File: src/sv/dual_sensor_temp_sequencer_assert.svh
// assertion macros used by the sequencer top module
// depends on nothing; included inside module bodies
`ifndef DUAL_SENSOR_TEMP_SEQUENCER_ASSERT_SVH
`define DUAL_SENSOR_TEMP_SEQUENCER_ASSERT_SVH

// same-cycle implication, disabled during reset
`define DSS_ASSERT_NOW(label, clk, rst_n, ante, cons) \
  label: assert property (@(posedge clk) disable iff (!rst_n) (ante) |-> (cons)) \
    else $error("sequencer assertion failed");

// next-cycle implication, disabled during reset
`define DSS_ASSERT_NEXT(label, clk, rst_n, ante, cons) \
  label: assert property (@(posedge clk) disable iff (!rst_n) (ante) |=> (cons)) \
    else $error("sequencer assertion failed");

`endif

File: src/sv/dss_pkg.sv
// types and constants for the dual sensor temperature sequencer
// no dependencies
package dss_pkg;

  localparam int unsigned PhaseW   = 6;
  localparam int unsigned CfgIdxW  = 2;
  localparam int unsigned CfgDataW = 8;
  localparam int unsigned TempW    = 11;

  typedef enum logic [2:0] {
    HLTH_NONE   = 3'd0,
    HLTH_BOTH   = 3'd1,
    HLTH_B_DEAD = 3'd2,
    HLTH_A_DEAD = 3'd3,
    HLTH_CPU    = 3'd4
  } health_e;

  typedef enum logic [CfgIdxW-1:0] {
    CFG_CPU_OFFSET    = 2'd0,
    CFG_SLEEP_TICKS   = 2'd1,
    CFG_WAKE_TICKS    = 2'd2,
    CFG_MEASURE_TICKS = 2'd3
  } cfg_idx_e;

  // sensor status codes, anything else is an error
  localparam logic [1:0] ST_STANDBY = 2'd0;
  localparam logic [1:0] ST_READY   = 2'd1;

  localparam logic signed [7:0]       CPU_OFFSET_RST = 8'sd0;
  localparam logic [4:0]              SLEEP_RST      = 5'd15;
  localparam logic [3:0]              WAKE_RST       = 4'd3;
  localparam logic [3:0]              MEASURE_RST    = 4'd2;
  localparam logic signed [TempW-1:0] TEMP_RST       = 11'sd10;

  typedef struct packed {
    logic signed [7:0] cpu_offset;
    logic [4:0]        sleep_ticks;
    logic [3:0]        wake_ticks;
    logic [3:0]        measure_ticks;
  } cfg_t;

  typedef struct packed {
    logic              rail_on;
    logic [1:0]        status_a;
    logic [1:0]        status_b;
    logic signed [7:0] reading_a;
    logic signed [7:0] reading_b;
    logic signed [9:0] cpu_temp;
  } tick_t;

  typedef struct packed {
    logic rail_on_req;
    logic rail_off_req;
    logic wake_a_req;
    logic wake_b_req;
    logic sleep_req;
  } req_t;

endpackage

File: src/sv/dss_cfg.sv
// configuration register file of the sequencer
// depends on dss_pkg
module dss_cfg (
  input  logic                          clk_i,
  input  logic                          rst_ni,
  input  logic                          cfg_we_i,
  input  logic [dss_pkg::CfgIdxW-1:0]   cfg_idx_i,
  input  logic [dss_pkg::CfgDataW-1:0]  cfg_data_i,
  output dss_pkg::cfg_t                 cfg_o
);
  import dss_pkg::*;

  cfg_t cfg_q, cfg_d;

  always_comb begin
    cfg_d = cfg_q;
    if (cfg_we_i) begin
      unique case (cfg_idx_e'(cfg_idx_i))
        CFG_CPU_OFFSET:    cfg_d.cpu_offset    = cfg_data_i;
        CFG_SLEEP_TICKS:   cfg_d.sleep_ticks   = cfg_data_i[4:0];
        CFG_WAKE_TICKS:    cfg_d.wake_ticks    = cfg_data_i[3:0];
        CFG_MEASURE_TICKS: cfg_d.measure_ticks = cfg_data_i[3:0];
        default:           cfg_d = cfg_q;
      endcase
    end
  end

  always_ff @(posedge clk_i or negedge rst_ni) begin
    if (!rst_ni) begin
      cfg_q.cpu_offset    <= CPU_OFFSET_RST;
      cfg_q.sleep_ticks   <= SLEEP_RST;
      cfg_q.wake_ticks    <= WAKE_RST;
      cfg_q.measure_ticks <= MEASURE_RST;
    end else begin
      cfg_q <= cfg_d;
    end
  end

  assign cfg_o = cfg_q;

endmodule

File: src/sv/dss_fuse.sv
// next-state logic for one tick: phase decode, sensor fusion, requests
// depends on dss_pkg; purely combinational
module dss_fuse (
  input  dss_pkg::cfg_t                     cfg_i,
  input  dss_pkg::tick_t                    tick_i,
  input  logic [dss_pkg::PhaseW-1:0]        phase_i,
  input  logic signed [dss_pkg::TempW-1:0]  held_i,
  input  dss_pkg::health_e                  health_i,
  output logic [dss_pkg::PhaseW-1:0]        phase_o,
  output logic signed [dss_pkg::TempW-1:0]  held_o,
  output dss_pkg::health_e                  health_o,
  output dss_pkg::req_t                     req_o
);
  import dss_pkg::*;

  logic [PhaseW-1:0]       cnt;
  logic [PhaseW:0]         cnt_inc;
  logic [PhaseW:0]         wake_end;
  logic [PhaseW:0]         cycle_end;
  logic signed [8:0]       sum;
  logic signed [8:0]       half;
  logic signed [TempW-1:0] cpu_fb;
  logic                    ok_a;
  logic                    ok_b;

  // rail off restarts the count before the phase decode
  assign cnt       = tick_i.rail_on ? phase_i : '0;
  assign cnt_inc   = {1'b0, cnt} + 7'd1;
  assign wake_end  = {2'b00, cfg_i.sleep_ticks} + {3'b000, cfg_i.wake_ticks};
  assign cycle_end = wake_end + {3'b000, cfg_i.measure_ticks};

  assign ok_a   = (tick_i.status_a == ST_READY);
  assign ok_b   = (tick_i.status_b == ST_READY);
  assign sum    = {tick_i.reading_a[7], tick_i.reading_a}
                + {tick_i.reading_b[7], tick_i.reading_b};
  assign half   = sum >>> 1;  // floor halving
  assign cpu_fb = {tick_i.cpu_temp[9], tick_i.cpu_temp}
                - {{3{cfg_i.cpu_offset[7]}}, cfg_i.cpu_offset};

  always_comb begin
    phase_o             = cnt_inc[PhaseW-1:0];
    held_o              = held_i;
    health_o            = health_i;
    req_o               = '0;
    req_o.rail_on_req   = !tick_i.rail_on;
    if ({1'b0, cnt} < {2'b00, cfg_i.sleep_ticks}) begin
      phase_o = cnt_inc[PhaseW-1:0];
    end else if ({1'b0, cnt} < wake_end) begin
      req_o.wake_a_req = (tick_i.status_a == ST_STANDBY);
      req_o.wake_b_req = (tick_i.status_b == ST_STANDBY);
    end else if ({1'b0, cnt} < cycle_end) begin
      if (ok_a && ok_b) begin
        held_o   = {{2{half[8]}}, half};
        health_o = HLTH_BOTH;
      end else if (ok_a) begin
        held_o   = {{3{tick_i.reading_a[7]}}, tick_i.reading_a};
        health_o = HLTH_B_DEAD;
      end else if (ok_b) begin
        held_o   = {{3{tick_i.reading_b[7]}}, tick_i.reading_b};
        health_o = HLTH_A_DEAD;
      end else begin
        held_o             = cpu_fb;
        health_o           = HLTH_CPU;
        req_o.rail_off_req = 1'b1;
      end
      if (cnt_inc >= cycle_end) begin
        phase_o         = '0;
        req_o.sleep_req = 1'b1;
      end
    end else begin
      // count beyond the cycle, e.g. after phase lengths were lowered
      phase_o = '0;
    end
  end

endmodule

File: src/sv/dual_sensor_temp_sequencer.sv
// Dual sensor temperature sequencer, one result item per tick item.
// Input channel: in_valid_i/in_ready_o with the tick fields as separate ports.
// Output channel: out_valid_o/out_ready_i with pack temperature, health code
// and the rail, wake and sleep requests.
// Configuration: cfg_we_i writes cfg_data_i to register cfg_idx_i at once
// (0 cpu offset, 1 sleep ticks, 2 wake ticks, 3 measure ticks); write only
// while no item is in flight.
// Result path: an accepted item loads the input register, and its result loads
// the result register once that register can advance (out_ready_i high or the
// result register empty); the phase counter, held temperature and health code
// update in the same cycle the result register loads.
// Throughput: one item per cycle while out_ready_i is high; the state feedback
// is a single compare, add and select stage, so consecutive items never wait.
// Reset: phase count 0, held temperature 10, health not set, configuration
// back to its defaults; both pipeline registers empty.
// Stall: while out_ready_i is low the result is held, one more item may sit
// in the input register, and in_ready_o drops once both are full.
// Depends on dss_pkg, dss_cfg, dss_fuse and the assertion macro header.
module dual_sensor_temp_sequencer (
  input  logic                                 clk_i,
  input  logic                                 rst_ni,
  input  logic                                 cfg_we_i,
  input  logic [dss_pkg::CfgIdxW-1:0]          cfg_idx_i,
  input  logic [dss_pkg::CfgDataW-1:0]         cfg_data_i,
  input  logic                                 in_valid_i,
  output logic                                 in_ready_o,
  input  logic                                 rail_on_i,
  input  logic [1:0]                           status_a_i,
  input  logic [1:0]                           status_b_i,
  input  logic signed [7:0]                    reading_a_i,
  input  logic signed [7:0]                    reading_b_i,
  input  logic signed [9:0]                    cpu_temp_i,
  output logic                                 out_valid_o,
  input  logic                                 out_ready_i,
  output logic signed [dss_pkg::TempW-1:0]     pack_temp_o,
  output logic [2:0]                           health_o,
  output logic                                 rail_on_req_o,
  output logic                                 rail_off_req_o,
  output logic                                 wake_a_req_o,
  output logic                                 wake_b_req_o,
  output logic                                 sleep_req_o
);
  import dss_pkg::*;

  `include "dual_sensor_temp_sequencer_assert.svh"

  cfg_t                    cfg;
  tick_t                   tick_q;
  logic                    in_vq;
  logic                    out_vq;
  logic                    adv;
  logic                    step;
  logic [PhaseW-1:0]       phase_q, phase_d;
  logic signed [TempW-1:0] held_q, held_d;
  health_e                 health_q, health_d;
  req_t                    req_d, req_q;

  dss_cfg u_cfg (
    .clk_i      (clk_i),
    .rst_ni     (rst_ni),
    .cfg_we_i   (cfg_we_i),
    .cfg_idx_i  (cfg_idx_i),
    .cfg_data_i (cfg_data_i),
    .cfg_o      (cfg)
  );

  dss_fuse u_fuse (
    .cfg_i    (cfg),
    .tick_i   (tick_q),
    .phase_i  (phase_q),
    .held_i   (held_q),
    .health_i (health_q),
    .phase_o  (phase_d),
    .held_o   (held_d),
    .health_o (health_d),
    .req_o    (req_d)
  );

  assign adv        = !out_vq || out_ready_i;
  assign step       = in_vq && adv;
  assign in_ready_o = !in_vq || adv;

  // input register
  always_ff @(posedge clk_i or negedge rst_ni) begin
    if (!rst_ni) begin
      in_vq <= 1'b0;
    end else if (in_ready_o) begin
      in_vq <= in_valid_i;
    end
  end

  always_ff @(posedge clk_i) begin
    if (in_ready_o && in_valid_i) begin
      tick_q <= '{rail_on:   rail_on_i,
                  status_a:  status_a_i,
                  status_b:  status_b_i,
                  reading_a: reading_a_i,
                  reading_b: reading_b_i,
                  cpu_temp:  cpu_temp_i};
    end
  end

  // sequencer state, advanced once per processed item
  always_ff @(posedge clk_i or negedge rst_ni) begin
    if (!rst_ni) begin
      phase_q  <= '0;
      held_q   <= TEMP_RST;
      health_q <= HLTH_NONE;
    end else if (step) begin
      phase_q  <= phase_d;
      held_q   <= held_d;
      health_q <= health_d;
    end
  end

  // result register
  always_ff @(posedge clk_i or negedge rst_ni) begin
    if (!rst_ni) begin
      out_vq <= 1'b0;
    end else if (adv) begin
      out_vq <= in_vq;
    end
  end

  always_ff @(posedge clk_i) begin
    if (step) begin
      req_q <= req_d;
    end
  end

  // the result fields are the state after the tick, so they read the state
  // registers directly
  assign out_valid_o    = out_vq;
  assign pack_temp_o    = held_q;
  assign health_o       = health_q;
  assign rail_on_req_o  = req_q.rail_on_req;
  assign rail_off_req_o = req_q.rail_off_req;
  assign wake_a_req_o   = req_q.wake_a_req;
  assign wake_b_req_o   = req_q.wake_b_req;
  assign sleep_req_o    = req_q.sleep_req;

  `DSS_ASSERT_NEXT(a_sleep_wraps_count, clk_i, rst_ni,
                   step && req_d.sleep_req, phase_q == '0)
  `DSS_ASSERT_NOW(a_off_means_cpu_only, clk_i, rst_ni,
                  out_vq && req_q.rail_off_req, health_q == HLTH_CPU)
  `DSS_ASSERT_NOW(a_wake_not_measure, clk_i, rst_ni,
                  out_vq && (req_q.wake_a_req || req_q.wake_b_req),
                  !req_q.sleep_req && !req_q.rail_off_req)
  `DSS_ASSERT_NEXT(a_health_stays_set, clk_i, rst_ni,
                   health_q != HLTH_NONE, health_q != HLTH_NONE)
  `DSS_ASSERT_NEXT(a_state_holds_on_stall, clk_i, rst_ni,
                   !step, $stable(phase_q) && $stable(held_q))

endmodule
File: config.mk
export PLATFORM = sky130hd
export DESIGN_NAME = dual_sensor_temp_sequencer
export DESIGN_NICKNAME = d
export VERILOG_FILES = /design/src/sv/dss_pkg.sv /design/src/sv/dss_cfg.sv /design/src/sv/dss_fuse.sv /design/src/sv/dual_sensor_temp_sequencer.sv
export VERILOG_INCLUDE_DIRS = /design/src /design/src/sv
export SDC_FILE = /design/constraint.sdc
export NUM_CORES = 1
export LEC_CHECK = 0
export ABC_CLOCK_PERIOD_IN_PS = 9150
export BUFFER_PORTS_ARGS = -buffer_cell sky130_fd_sc_hd__buf_2
export CAP_MARGIN = 40
export CORE_ASPECT_RATIO = 0.7
export CORE_MARGIN = 3
export CORE_UTILIZATION = 27
export CTS_BUF_LIST = sky130_fd_sc_hd__clkbuf_8
export DETAILED_ROUTE_END_ITERATION = 10
export GPL_ROUTABILITY_DRIVEN = 0
export GPL_TIMING_DRIVEN = 0
export PLACE_DENSITY = 0.47
export SYNTH_ARGS = -nofsm -noshare
export SYNTH_HDL_FRONTEND = slang
export SYNTH_SLANG_ARGS = --single-unit
File: constraint.sdc
create_clock -name clk_i -period 9.15 [get_ports clk_i]
set_clock_uncertainty 0.1 [all_clocks]
set_input_delay 1.3725 -clock clk_i [delete_from_list [all_inputs] [get_ports clk_i]]
set_output_delay 1.3725 -clock clk_i [all_outputs]
set_load 0.05 [all_outputs]
=== Yosys cells after proc, flatten, opt, wreduce, memory -nomap -nowiden ===
Cells that the tools add are included.

* Register bits: 79
* Input bits: 46
* Output and inout bits: 21
* Logic and storage cells: 69

* Bitwise operators: 3
* Muxes and demuxes: 13
* Add/sub/neg operators: 5
* Equality and inequality tests: 5
* Order comparisons: 4
* Reduce and logical (&&, ||, !) cells: 19

{| class="wikitable"
|+ Operator list
! cell !! number
|-
| two-way mux 11 bit || 3
|-
| two-way mux 6 bit || 5
|-
| < comparator 6 x 7 -> 1 bit || 2
|-
| subtractor 10 x 8 -> 11 bit || 1
|-
| adder 8 x 8 -> 9 bit || 1
|-
| two-way mux 3 bit || 3
|-
| AND reduction 2 bit || 4
|-
| adder 6 x 1 -> 7 bit (second input constant) || 1
|-
| adder 7 x 4 -> 7 bit || 1
|-
| greater-or-equal comparator 7 bit || 1
|-
| adder 5 x 4 -> 6 bit || 1
|-
| equality test 2 x 1 -> 1 bit (second input constant) || 3
|-
| zero test 2 bit || 3
|-
| < comparator 6 x 5 -> 1 bit || 1
|-
| OR reduction 5 bit || 1
|-
| equality test 2 bit (second input constant) || 2
|-
| AND reduction 4 bit || 1
|-
| logical AND 1 bit || 3
|-
| zero test 1 bit || 3
|-
| NOT 1 bit || 3
|-
| OR reduction 3 bit || 1
|-
| logical OR 1 bit || 2
|-
| two-way mux 1 bit || 2
|-
| OR reduction 2 bit || 1
|}

=== Depth between registers and ports, before layout ===
Gate-level depths: netlist (run 1).

* Word-level depth: 7
* Gate-level depth with buffers: 17
* Mapped depth without buffers: 14

=== Hierarchy ===
Synthesis (run 1) repeated with hierarchy kept, for this count alone.

* Cells, all modules: 442
* Area, all modules: 5084.9 sq um

{| class="wikitable"
|+ Modules (own cells, without submodules)
! module !! cells each !! times used !! sequential area each (sq um) !! area an instance (sq um)
|-
| dss_fuse || 309 || 1 || 0.0 || 2267.2
|-
| dual_sensor_temp_sequencer || 87 || 1 || 1634.1 || 2008.2
|-
| dss_cfg || 46 || 1 || 534.3 || 809.5
|}

=== Worst setup path before layout (run 1) ===
OpenSTA, ideal clock, no wires.

* Path kind: reg2reg
* From: reg u_cfg.cfg_q (netlist bit u_cfg.cfg_o[8])
* To: reg health_q[2] (netlist: health_o[2])
* Cell stages (with the launch flop): 16
* Data arrival time: 3767 ps
* Path buffers: 2
* Setup slack: 5158 ps
* Data required time: 8925 ps
* Period minus slack after synthesis: 3992 ps
* Setup time: 125 ps
* Cells stage by stage: dfstp_2 > ha_1 > fa_1 > fa_1 > inv_1 > ha_1 > nor2b_1 > o21a_1 > o21ai_0 > nand2b_1 > a221o_1 > a32oi_2 > and3_1 > buf_4 > buf_12 > mux2_4

* Longest elaborated chain between the ends: 4
* Elaborated cells between the ends (all ways): 8
* Classes of those cells: add/sub (2); order compare (3); bitwise (2); reduce/logical (1)

{| class="wikitable"
|+ Ends and longest elaborated chain
! element !! RTL line !! RTL
|-
| from (decl) || dss_cfg.sv:13 || <nowiki>cfg_t cfg_q, cfg_d;</nowiki>
|-
| from (signal assigned) || dss_cfg.sv:35 || <nowiki>cfg_q <= cfg_d;</nowiki>
|-
| adder 5 x 4 -> 6 bit || dss_fuse.sv:29 || <nowiki>assign wake_end = {2'b00, cfg_i.sleep_ticks} + {3'b000, cfg_i.wake_ticks};</nowiki>
|-
| adder 7 x 4 -> 7 bit / < comparator 6 x 7 -> 1 bit (equally long branches) || dss_fuse.sv:30, dss_fuse.sv:48 ||
|-
| < comparator 6 x 7 -> 1 bit / NOT 1 bit (equally long branches) || n/a ||
|-
| AND reduction 4 bit (no line) * || n/a ||
|-
| to (signal assigned) || dual_sensor_temp_sequencer.sv:112 || <nowiki>health_q <= health_d;</nowiki>
|-
| to (decl) || dual_sensor_temp_sequencer.sv:55 || <nowiki>health_e health_q, health_d;</nowiki>
|}

Mark *: on every way between the ends. The rest lies on a longest branch, timed or not.
A chain may end at the register's enable or synchronous reset.

=== Worst setup path after layout (run 1) ===
* From: reg u_cfg.cfg_q (netlist bit u_cfg.cfg_o[8])
* To: reg held_q[4] (netlist: pack_temp_o[4])

* Longest elaborated chain between the ends: 4
* Elaborated cells between the ends (all ways): 8
* Classes of those cells: add/sub (2); order compare (3); bitwise (2); reduce/logical (1)

{| class="wikitable"
|+ Ends and longest elaborated chain
! element !! RTL line !! RTL
|-
| adder 5 x 4 -> 6 bit || dss_fuse.sv:29 ||
|-
| adder 7 x 4 -> 7 bit / < comparator 6 x 7 -> 1 bit (equally long branches) || dss_fuse.sv:30, dss_fuse.sv:48 ||
|-
| < comparator 6 x 7 -> 1 bit / NOT 1 bit (equally long branches) || n/a ||
|-
| AND reduction 4 bit (no line) * || n/a ||
|-
| to (signal assigned) || dual_sensor_temp_sequencer.sv:111 || <nowiki>held_q <= held_d;</nowiki>
|-
| to (decl) || dual_sensor_temp_sequencer.sv:54 || <nowiki>logic signed [TempW-1:0] held_q, held_d;</nowiki>
|}

Marks and branches as above.

==> qor.csv, run 1 <==
metric;value;unit
insertion_delay_to_the_later_sink_of_the_worst_skew_pair;350;ps
post-dp-hpwl;9600;um
fin_tns_setup;0;ps
post_cts_hold_buffer_count;0;
synthDistinctLibCells;59;
port-buffer-count;66;
synthesis.yosys.warnings;0;
power_density;247;nW/um^2
cts_post_setup_buffers_inserted;0;
drc_errors;0;
r2r_end;pack_temp_o[4]$_DFFE_PN0P_;
worst_slack;4660;ps
finalSetupViolCount;0;
synthesis.area_per_instance;10.7;um^2
cts_made_buffers;9;
clock_sink_count;79;
cts.repair.resized;0;
start_util;0.279;
rsz0062_at_grt;false;
endpoint_kind;flip-flop;
number_of_detailed_route_iterations_in_the_first_pass;4;
postSynthRegisterBits;79;
floorplan.io_pins;67;
total_leakage_power;2.52;nW
critical_path.max_stage_delay;440;ps
dp_slack;4700;ps
design.final.nets;628;
hold-worst-slack;395;ps
fp.dieW;166;um
syn-num-nets;549;
grt_pass1_vias;3575;
final_cell_count_no_fill;767;
timing.max_cap.violations;0;
transition_at_the_pin_with_the_smallest_max_transition_slack;790;ps
antenna_violations_before_repair;0;
timing_max_transition_violations_final;0;
worst_r2r_startpoint;u_cfg.cfg_o[8]$_DFFE_PN1P_;
syn2layout_area_growth;17.9;%
timing.hold.worst_path_depth;1;
hold_path_startpoint;health_o[0]$_DFFE_PN0P_;
num_antenna_cells;0;
fmax;223;MHz
utilization;0.329;
syn-cell-area;4840;um^2
grt_first_pass_wirelength;19100;um
drt_iter0_drc;160;
totalWireLength;11800;um
timing.critical_path.arrival;4620;ps
critPathLaunchType;flip-flop;
portion_of_synthesized_cell_area_occupied_by_the_leading_cell_type;0.223;
cp_data_required_time;9290;ps
post-route-min-period;4490;ps
layout.filler_cells;1760;
dpl.cell_count;751;
synth-async-reset-ratio;0.544;
detail-route-antenna-nets;0;
ys_seq_area_frac;0.448;
crit_path_frequent_cell;sky130_fd_sc_hd__ha_1;
hold_end;health_o[0]$_DFFE_PN0P_;
r2r_cells;16;
cts.root.buffer_cell;sky130_fd_sc_hd__clkbuf_8;
critical_path_class;reg2reg;
critPathSlowestCell;sky130_fd_sc_hd__fa_1;
sequential_cell_area;2170;um^2
synthesis.instances;452;
die_h;118;um
min_path_type;reg2reg;
clk_pin_slew;90;ps
multi_input_logic_area;2480;um^2
core_area;17400;um^2
yosys.area.top_type;sky130_fd_sc_hd__edfxtp_1;
drive_gt1_frac;0.235;
route.detailed.vias_per_inst;4.70;
grt_remaining_overflow;0;
maximum_number_of_pins_on_one_net_before_global_route_repair;32;
std_cell_rows;40;
period_share;0.490;
worst_case_register_to_register_setup_slack;4660;ps
tritoncts;built;
design.die.area;19600;um^2
number_of_synthesized_flops_with_an_enable_pin;36;
path_cells;ha_1 > fa_1 > xor2_1 > ha_1 > a21oi_1 > nand2_1 > xnor2_1 > ha_1 > o21ai_0 > nand2b_1 > a221o_1 > a32oi_2 > and3_1 > buf_4 > buf_12 > mux2_4;
route.detailed.wl_per_inst;15.4;um
htree_levels;3;
final_hold_viol_count;0;
primary_flip_flop_cell_chosen_by_synthesis_mapping;sky130_fd_sc_hd__edfxtp_1;
dr_total_vias;3606;
max-slew-margin-rel;0.473;
outcome;complete, no violations;
maximum_root_to_sink_buffer_count;2;
critical_path_peak_fanout;10;
groute.usage.overall;0.122;
synth.area.top_cells;sky130_fd_sc_hd__edfxtp_1, sky130_fd_sc_hd__dfrtp_1, sky130_fd_sc_hd__ha_1;
ir_drop;0.103;mV
-- state kept, by name (all words and copies together), names as in the netlist --
name,flops
rail_off_req_o,1
pack_temp_o,11
in_vq,1
sleep_req_o,1
phase_q,6
out_valid_o,1
rail_on_req_o,1
wake_a_req_o,1
wake_b_req_o,1
u_cfg.cfg_o,21
health_o,3
tick_q,31
-- through the flow --
step,power [mW],instance area [um^2]
2_1_floorplan,0.964,4840
3_3_place_gp,1.11,5460
3_5_place_dp,1.13,5500
4_1_cts,1.42,5710
5_1_grt,1.51,5710
6_report,1.41,5710
-- worst max-delay path by stage --
stage,start,to,slack [ps]
5_1_grt,u_cfg.cfg_o[8]$_DFFE_PN1P_,pack_temp_o[5]$_DFFE_PN0P_,4430
6_report,u_cfg.cfg_o[8]$_DFFE_PN1P_,pack_temp_o[4]$_DFFE_PN0P_,4660
3_5_place_dp,u_cfg.cfg_o[8]$_DFFE_PN1P_,pack_temp_o[2]$_DFFE_PN0P_,4700
2_1_floorplan,u_cfg.cfg_o[8]$_DFFE_PN1P_,health_o[2]$_DFFE_PN0P_,5160
4_1_cts,u_cfg.cfg_o[8]$_DFFE_PN1P_,pack_temp_o[4]$_DFFE_PN0P_,4680
3_3_place_gp,u_cfg.cfg_o[8]$_DFFE_PN1P_,pack_temp_o[2]$_DFFE_PN0P_,4740
-- Yosys cell counts (4+ instances only) --
| library cell | number |
|---|---|
| sky130_fd_sc_hd__mux2_2 | 14 |
| sky130_fd_sc_hd__xor2_1 | 8 |
| sky130_fd_sc_hd__fa_1 | 4 |
| sky130_fd_sc_hd__nor3_1 | 11 |
| sky130_fd_sc_hd__a21o_1 | 4 |
| sky130_fd_sc_hd__nand2b_1 | 9 |
| sky130_fd_sc_hd__o211ai_1 | 7 |
| sky130_fd_sc_hd__dfrtp_1 | 34 |
| sky130_fd_sc_hd__ha_1 | 47 |
| sky130_fd_sc_hd__inv_1 | 38 |
| sky130_fd_sc_hd__a31oi_1 | 4 |
| sky130_fd_sc_hd__o21ai_0 | 34 |
| sky130_fd_sc_hd__mux2_4 | 7 |
| sky130_fd_sc_hd__nand3b_1 | 5 |
| sky130_fd_sc_hd__clkbuf_1 | 7 |
| sky130_fd_sc_hd__nand3_1 | 9 |
| sky130_fd_sc_hd__o31ai_1 | 7 |
| sky130_fd_sc_hd__a21oi_1 | 23 |
| sky130_fd_sc_hd__and2_1 | 7 |
| sky130_fd_sc_hd__mux2_1 | 4 |
| sky130_fd_sc_hd__mux2i_1 | 4 |
| sky130_fd_sc_hd__nand2_1 | 34 |
| sky130_fd_sc_hd__xnor2_1 | 9 |
| sky130_fd_sc_hd__edfxtp_1 | 36 |
| sky130_fd_sc_hd__nor2_1 | 22 |
| sky130_fd_sc_hd__o21a_1 | 8 |
| sky130_fd_sc_hd__dfstp_2 | 9 |
| sky130_fd_sc_hd__nor2b_1 | 6 |
-- cell families after synthesis --
| group | Yosys count | share of synthesized area |
|---|---|---|
| flops | 79 | 0.448 |
| fa+ha+maj | 53 | 0.142 |
| buf+inv | 48 | 0.0413 |
| simple gates | 116 | 0.119 |
| compound gates | 109 | 0.144 |
| xor+xnor | 18 | 0.0341 |
| mux | 29 | 0.0718 |
-- worst max-delay path, delay by kind of cell, from the launching register on --
| kind | cells | cell delay [ps] |
|---|---|---|
| buffers and inverters | 2 | 330 |
| adder cells (fa/ha/maj) | 4 | 1260 |
| XOR/XNOR | 2 | 620 |
| multiplexers | 1 | 300 |
| flip-flops | 1 | 400 |
| AO/OA/AOI/OAI | 4 | 920 |
| AND/OR/NAND/NOR | 3 | 410 |
-- area by class of cell --
cell class / instances / area share
Sequential cell: 79 / 0.380
Multi-Input combinational cell: 325 / 0.434
Timing Repair Buffer: 68 / 0.0636
Buffer: 9 / 0.00942
Clock buffer: 9 / 0.0217
Clock inverter: 7 / 0.0156
Inverter: 39 / 0.0256
Tap cell: 231 / 0.0506
-- per-layer routing --
metal / GRT usage / wire [um]
met1: 0.196 / 6610
met2: 0.161 / 4360
met3: 0.0326 / 743
met4: 0.0208 / 64
met5: 0 / 0
-- power breakdown --
part / switching (mW) / leakage, nW / internal [mW] / total, mW
logic: 0.391 / 1.54 / 0.253 / 0.643
registers: 0.0382 / 0.862 / 0.438 / 0.477
clock network: 0.135 / 0.115 / 0.153 / 0.288
total: 0.564 / 2.52 / 0.844 / 1.41
-- layout by cell type (no fill, tap or decap), types with 3 or more instances in the layout --
master                     netlist  final
sky130_fd_sc_hd__nor2_1         22     22
sky130_fd_sc_hd__o31ai_1         7      7
sky130_fd_sc_hd__a21boi_0        3      3
sky130_fd_sc_hd__and3_1          3      3
sky130_fd_sc_hd__buf_2           0     67
sky130_fd_sc_hd__nand3b_1        5      5
sky130_fd_sc_hd__a21oi_1        23     23
sky130_fd_sc_hd__mux2i_1         4      4
sky130_fd_sc_hd__ha_1           47     47
sky130_fd_sc_hd__o21ai_0        34     34
sky130_fd_sc_hd__fa_1            4      4
sky130_fd_sc_hd__mux2_1          4      4
sky130_fd_sc_hd__and2_1          7      6
sky130_fd_sc_hd__dfstp_2         9      9
sky130_fd_sc_hd__clkbuf_8        0      9
sky130_fd_sc_hd__a21o_1          4      4
sky130_fd_sc_hd__mux2_2         14     14
sky130_fd_sc_hd__nand3_1         9      9
sky130_fd_sc_hd__xnor2_1         9      9
sky130_fd_sc_hd__nand2_1        34     34
sky130_fd_sc_hd__nor3_1         11     11
sky130_fd_sc_hd__o21a_1          8      8
sky130_fd_sc_hd__nor2b_1         6      6
sky130_fd_sc_hd__a31oi_1         4      4
sky130_fd_sc_hd__edfxtp_1       36     36
sky130_fd_sc_hd__o211ai_1        7      7
sky130_fd_sc_hd__mux2_4          7      7
sky130_fd_sc_hd__clkbuf_1        7      7
sky130_fd_sc_hd__inv_1          38     39
sky130_fd_sc_hd__xor2_1          8      8
sky130_fd_sc_hd__dfrtp_1        34     34
sky130_fd_sc_hd__nand2b_1        9      9
Note: power is estimated with default switching activity, not from simulation.
==> run 2: changes to the inputs <==
--- a/config.mk
+++ b/config.mk
@@ -6,7 +6,8 @@
 export SDC_FILE = /design/constraint.sdc
 export NUM_CORES = 1
 export LEC_CHECK = 0
-export ABC_CLOCK_PERIOD_IN_PS = 9150
+export ABC_AREA = 1
+export ABC_CLOCK_PERIOD_IN_PS = 4640
 export BUFFER_PORTS_ARGS = -buffer_cell sky130_fd_sc_hd__buf_2
 export CAP_MARGIN = 40
 export CORE_ASPECT_RATIO = 0.7
==> constraint.sdc (replaced) <==
create_clock -name clk_i -period 4.64 [get_ports clk_i]
set_clock_uncertainty 0.1 [all_clocks]
set_input_delay 0.696 -clock clk_i [delete_from_list [all_inputs] [get_ports clk_i]]
set_output_delay 0.696 -clock clk_i [all_outputs]
set_load 0.05 [all_outputs]
==> run 2 against run 1 <==
Die area is 2.4% higher. Sequential share of layout area fell by 1.0 points. Sequential cell count did not move. Sequential power increased by 99%. Non-clock buffer count is 3 lower. Fmax increased by 22%. Combinational power grew 76%.
==> qor.csv, run 2 <==
metric;value;unit;change
maximum_root_to_sink_buffer_count;2;;unchanged
endpoint_kind;flip-flop;;
number_of_detailed_route_iterations_in_the_first_pass;5;;+1
grt_remaining_overflow;0;;unchanged
synthesis.yosys.warnings;0;;unchanged
dr_total_vias;4081;;+13%
synthesis.area_per_instance;8.26;um^2;-23%
multi_input_logic_area;2460;um^2;-0.71%
syn-cell-area;4970;um^2;+2.5%
rsz0062_at_grt;false;;
timing_max_transition_violations_final;0;;unchanged
worst-path-stages;16;;unchanged
placed_cell_area;5630;um^2;+2.5%
synth_most_common_cell;sky130_fd_sc_hd__nand2_1;;
finalSetupViolCount;0;;unchanged
transition_at_the_pin_with_the_smallest_max_transition_slack;606;ps;-184 ps
path_cells;ha_1 > fa_1 > fa_1 > xnor2_1 > ha_1 > a21oi_1 > o21ai_0 > nand2_1 > nand3_1 > a21oi_1 > nand2_1 > nand2_2 > nand3_4 > buf_2 > nand2_1 > nand2_1;;
critical_path.max_stage_delay;560;ps;+120 ps
worst_slack;950;ps;-3710 ps
most-common-layout-cells;sky130_fd_sc_hd__nand2_1, sky130_fd_sc_hd__inv_1, sky130_fd_sc_hd__buf_2;;
clock_sink_count;79;;unchanged
tritoncts;built;;
layout.filler_cells;1863;;+5.9%
route.detailed.vias_per_inst;4.46;;-5.2%
largest_register_ff_count;31;;unchanged
route.detailed.wl_per_inst;13.6;um;-12%
cp.buffers_inverters;1;;-1
critPathLaunchType;flip-flop;;
clk_pin_slew;90;ps;about the same
ir_drop;0.255;mV;+150%
dpl.cell_count;900;;+20%
post-dp-hpwl;10200;um;+6.2%
crit_path_frequent_cell;sky130_fd_sc_hd__nand2_1;;
utilization;0.334;;+0.00537
antenna_violations_before_repair;0;;unchanged
synthesis.instances;601;;+33%
final_hold_viol_count;0;;unchanged
final_cell_count_no_fill;916;;+19%
synthDistinctLibCells;37;;-37%
design.final.nets;777;;+24%
r2r_cells;16;;unchanged
maximum_number_of_pins_on_one_net_before_global_route_repair;32;;unchanged
routed-wl-met3;505;um;-32%
sequential_cell_area;2170;um^2;unchanged
detail-route-antenna-nets;0;;unchanged
top_register;tick_q;;
critPathSlowestCell;sky130_fd_sc_hd__dfstp_2;;
port-buffer-count;66;;unchanged
critical_path_peak_fanout;10;;unchanged
drc_errors;0;;unchanged
timing.critical_path.arrival;3850;ps;-770 ps
finalInstanceArea;5870;um^2;+2.8%
cts_made_buffers;9;;unchanged
insertion_delay_to_the_later_sink_of_the_worst_skew_pair;370;ps;+20 ps
primary_flip_flop_cell_chosen_by_synthesis_mapping;sky130_fd_sc_hd__edfxtp_1;;
cts.root.buffer_cell;sky130_fd_sc_hd__clkbuf_8;;
cts.repair.resized;0;;unchanged
start_util;0.283;;+0.00380
fin_tns_setup;0;ps;unchanged
htree_levels;3;;unchanged
period_share;0.795;;+0.305
dp_slack;921;ps;-3770 ps
floorplan.io_pins;67;;unchanged
fmax;271;MHz;+22%
total_leakage_power;3.04;nW;+20%
post-route-min-period;3690;ps;-795 ps
die_h;119;um;+1.2%
grt_pass1_vias;4037;;+13%
num_antenna_cells;0;;unchanged
groute.usage.overall;0.130;;+0.00795
synthTopCellsByCount;sky130_fd_sc_hd__nand2_1, sky130_fd_sc_hd__inv_1, sky130_fd_sc_hd__ha_1;;
mostFrequentLayoutCell;sky130_fd_sc_hd__nand2_1;;
portion_of_synthesized_cell_area_occupied_by_the_leading_cell_type;0.218;;-0.00551
max-slew-margin-rel;0.595;;+0.122
cts_post_setup_buffers_inserted;0;;unchanged
critical_path.top_delay_family;adder cells;;
ys_seq_area_frac;0.437;;-0.0111
cp_data_required_time;4800;ps;-4490 ps
syn-num-nets;698;;+27%
yosys.area.top_type;sky130_fd_sc_hd__edfxtp_1;;
core_area;17600;um^2;+1.2%
grt_first_pass_wirelength;20700;um;+8.4%
top_signal_layer_used;met4;;
fp.dieW;168;um;+1.2%
min_path_type;in2async;;
post_cts_hold_buffer_count;0;;unchanged
m1WireLength;6900;um;+4.3%
postSynthRegisterBits;79;;unchanged
critical_path_class;reg2reg;;
syn2layout_area_growth;18.2;%;
drive_gt1_frac;0.155;;-0.0803
totalWireLength;12400;um;+5.6%
timing.max_cap.violations;0;;unchanged
std_cell_rows;40;;unchanged
met2_wirelength;4930;um;+13%
number_of_synthesized_flops_with_an_enable_pin;36;;unchanged
drt_iter0_drc;298;;+86%
synth-async-reset-ratio;0.544;;unchanged
design.die.area;20100;um^2;+2.4%
power_density;459;nW/um^2;+86%
outcome;complete, no violations;;
synth.area.top_cells;sky130_fd_sc_hd__edfxtp_1, sky130_fd_sc_hd__dfrtp_1, sky130_fd_sc_hd__nand2_1;;
## run 2: final cells by class
class                           instances  area share
Inverter                               82      0.0524
Multi-Input combinational cell        434       0.419
Clock inverter                          7      0.0192
Sequential cell                        79       0.369
Timing Repair Buffer                   68      0.0644
Tap cell                              231      0.0492
Buffer                                  6     0.00533
Clock buffer                            9      0.0211
## run 2: kinds of logic after synthesis
group                      after synthesis  synth area share
buffers and inverters                   88            0.0683
xor gates and xnor gates                13            0.0229
adders and majority gates               51             0.135
AOI/OAI and AO/OA                       83            0.0945
DFF                                     79             0.437
and+or+nand+nor                        287             0.243
## run 2: per-layer routing
layer / vias up / track usage
met4: 0 / 0.0296
met3: 7 / 0.0348
met5: - / 0
met1: 1854 / 0.195
li1: 2135 / -
met2: 85 / 0.184
## run 2: worst reg2reg max path, delay by kind of cell (launching register included)
kind	cells	cell delay, ps
xor+xnor	1	260
fa+ha+maj	4	1450
buf+inv	1	220
flops	1	560
compound gates	3	400
simple gates	7	590
## run 2: worst paths after layout
check	start	endpoint	slack, ps
min in group clk_i	pack_temp_o[3]$_DFFE_PN1P_	pack_temp_o[3]$_DFFE_PN1P_	370
worst min register to register	pack_temp_o[3]$_DFFE_PN1P_	pack_temp_o[3]$_DFFE_PN1P_	370
worst max-delay path	u_cfg.cfg_o[8]$_DFFE_PN1P_	pack_temp_o[2]$_DFFE_PN0P_	950
worst min-delay path	rst_ni	u_cfg.cfg_o[17]$_DFFE_PN0P_	120
worst max register to register	u_cfg.cfg_o[8]$_DFFE_PN1P_	pack_temp_o[2]$_DFFE_PN0P_	950
max in group asynchronous	rst_ni	pack_temp_o[1]$_DFFE_PN1P_	3760
## run 2: power by group
group / switching (mW) / internal, mW / leakage, nW
sequential: 0.0804 / 0.867 / 0.876
combinational: 0.756 / 0.376 / 2.05
clock: 0.260 / 0.353 / 0.114
total: 1.10 / 1.60 / 3.04
## run 2: through the flow
step	hold WS [ps]	total power, mW
2_1_floorplan	300	1.79
3_3_place_gp	362	2.06
3_5_place_dp	359	2.10
4_1_cts	98.1	2.73
5_1_grt	111	2.92
6_report	116	2.69
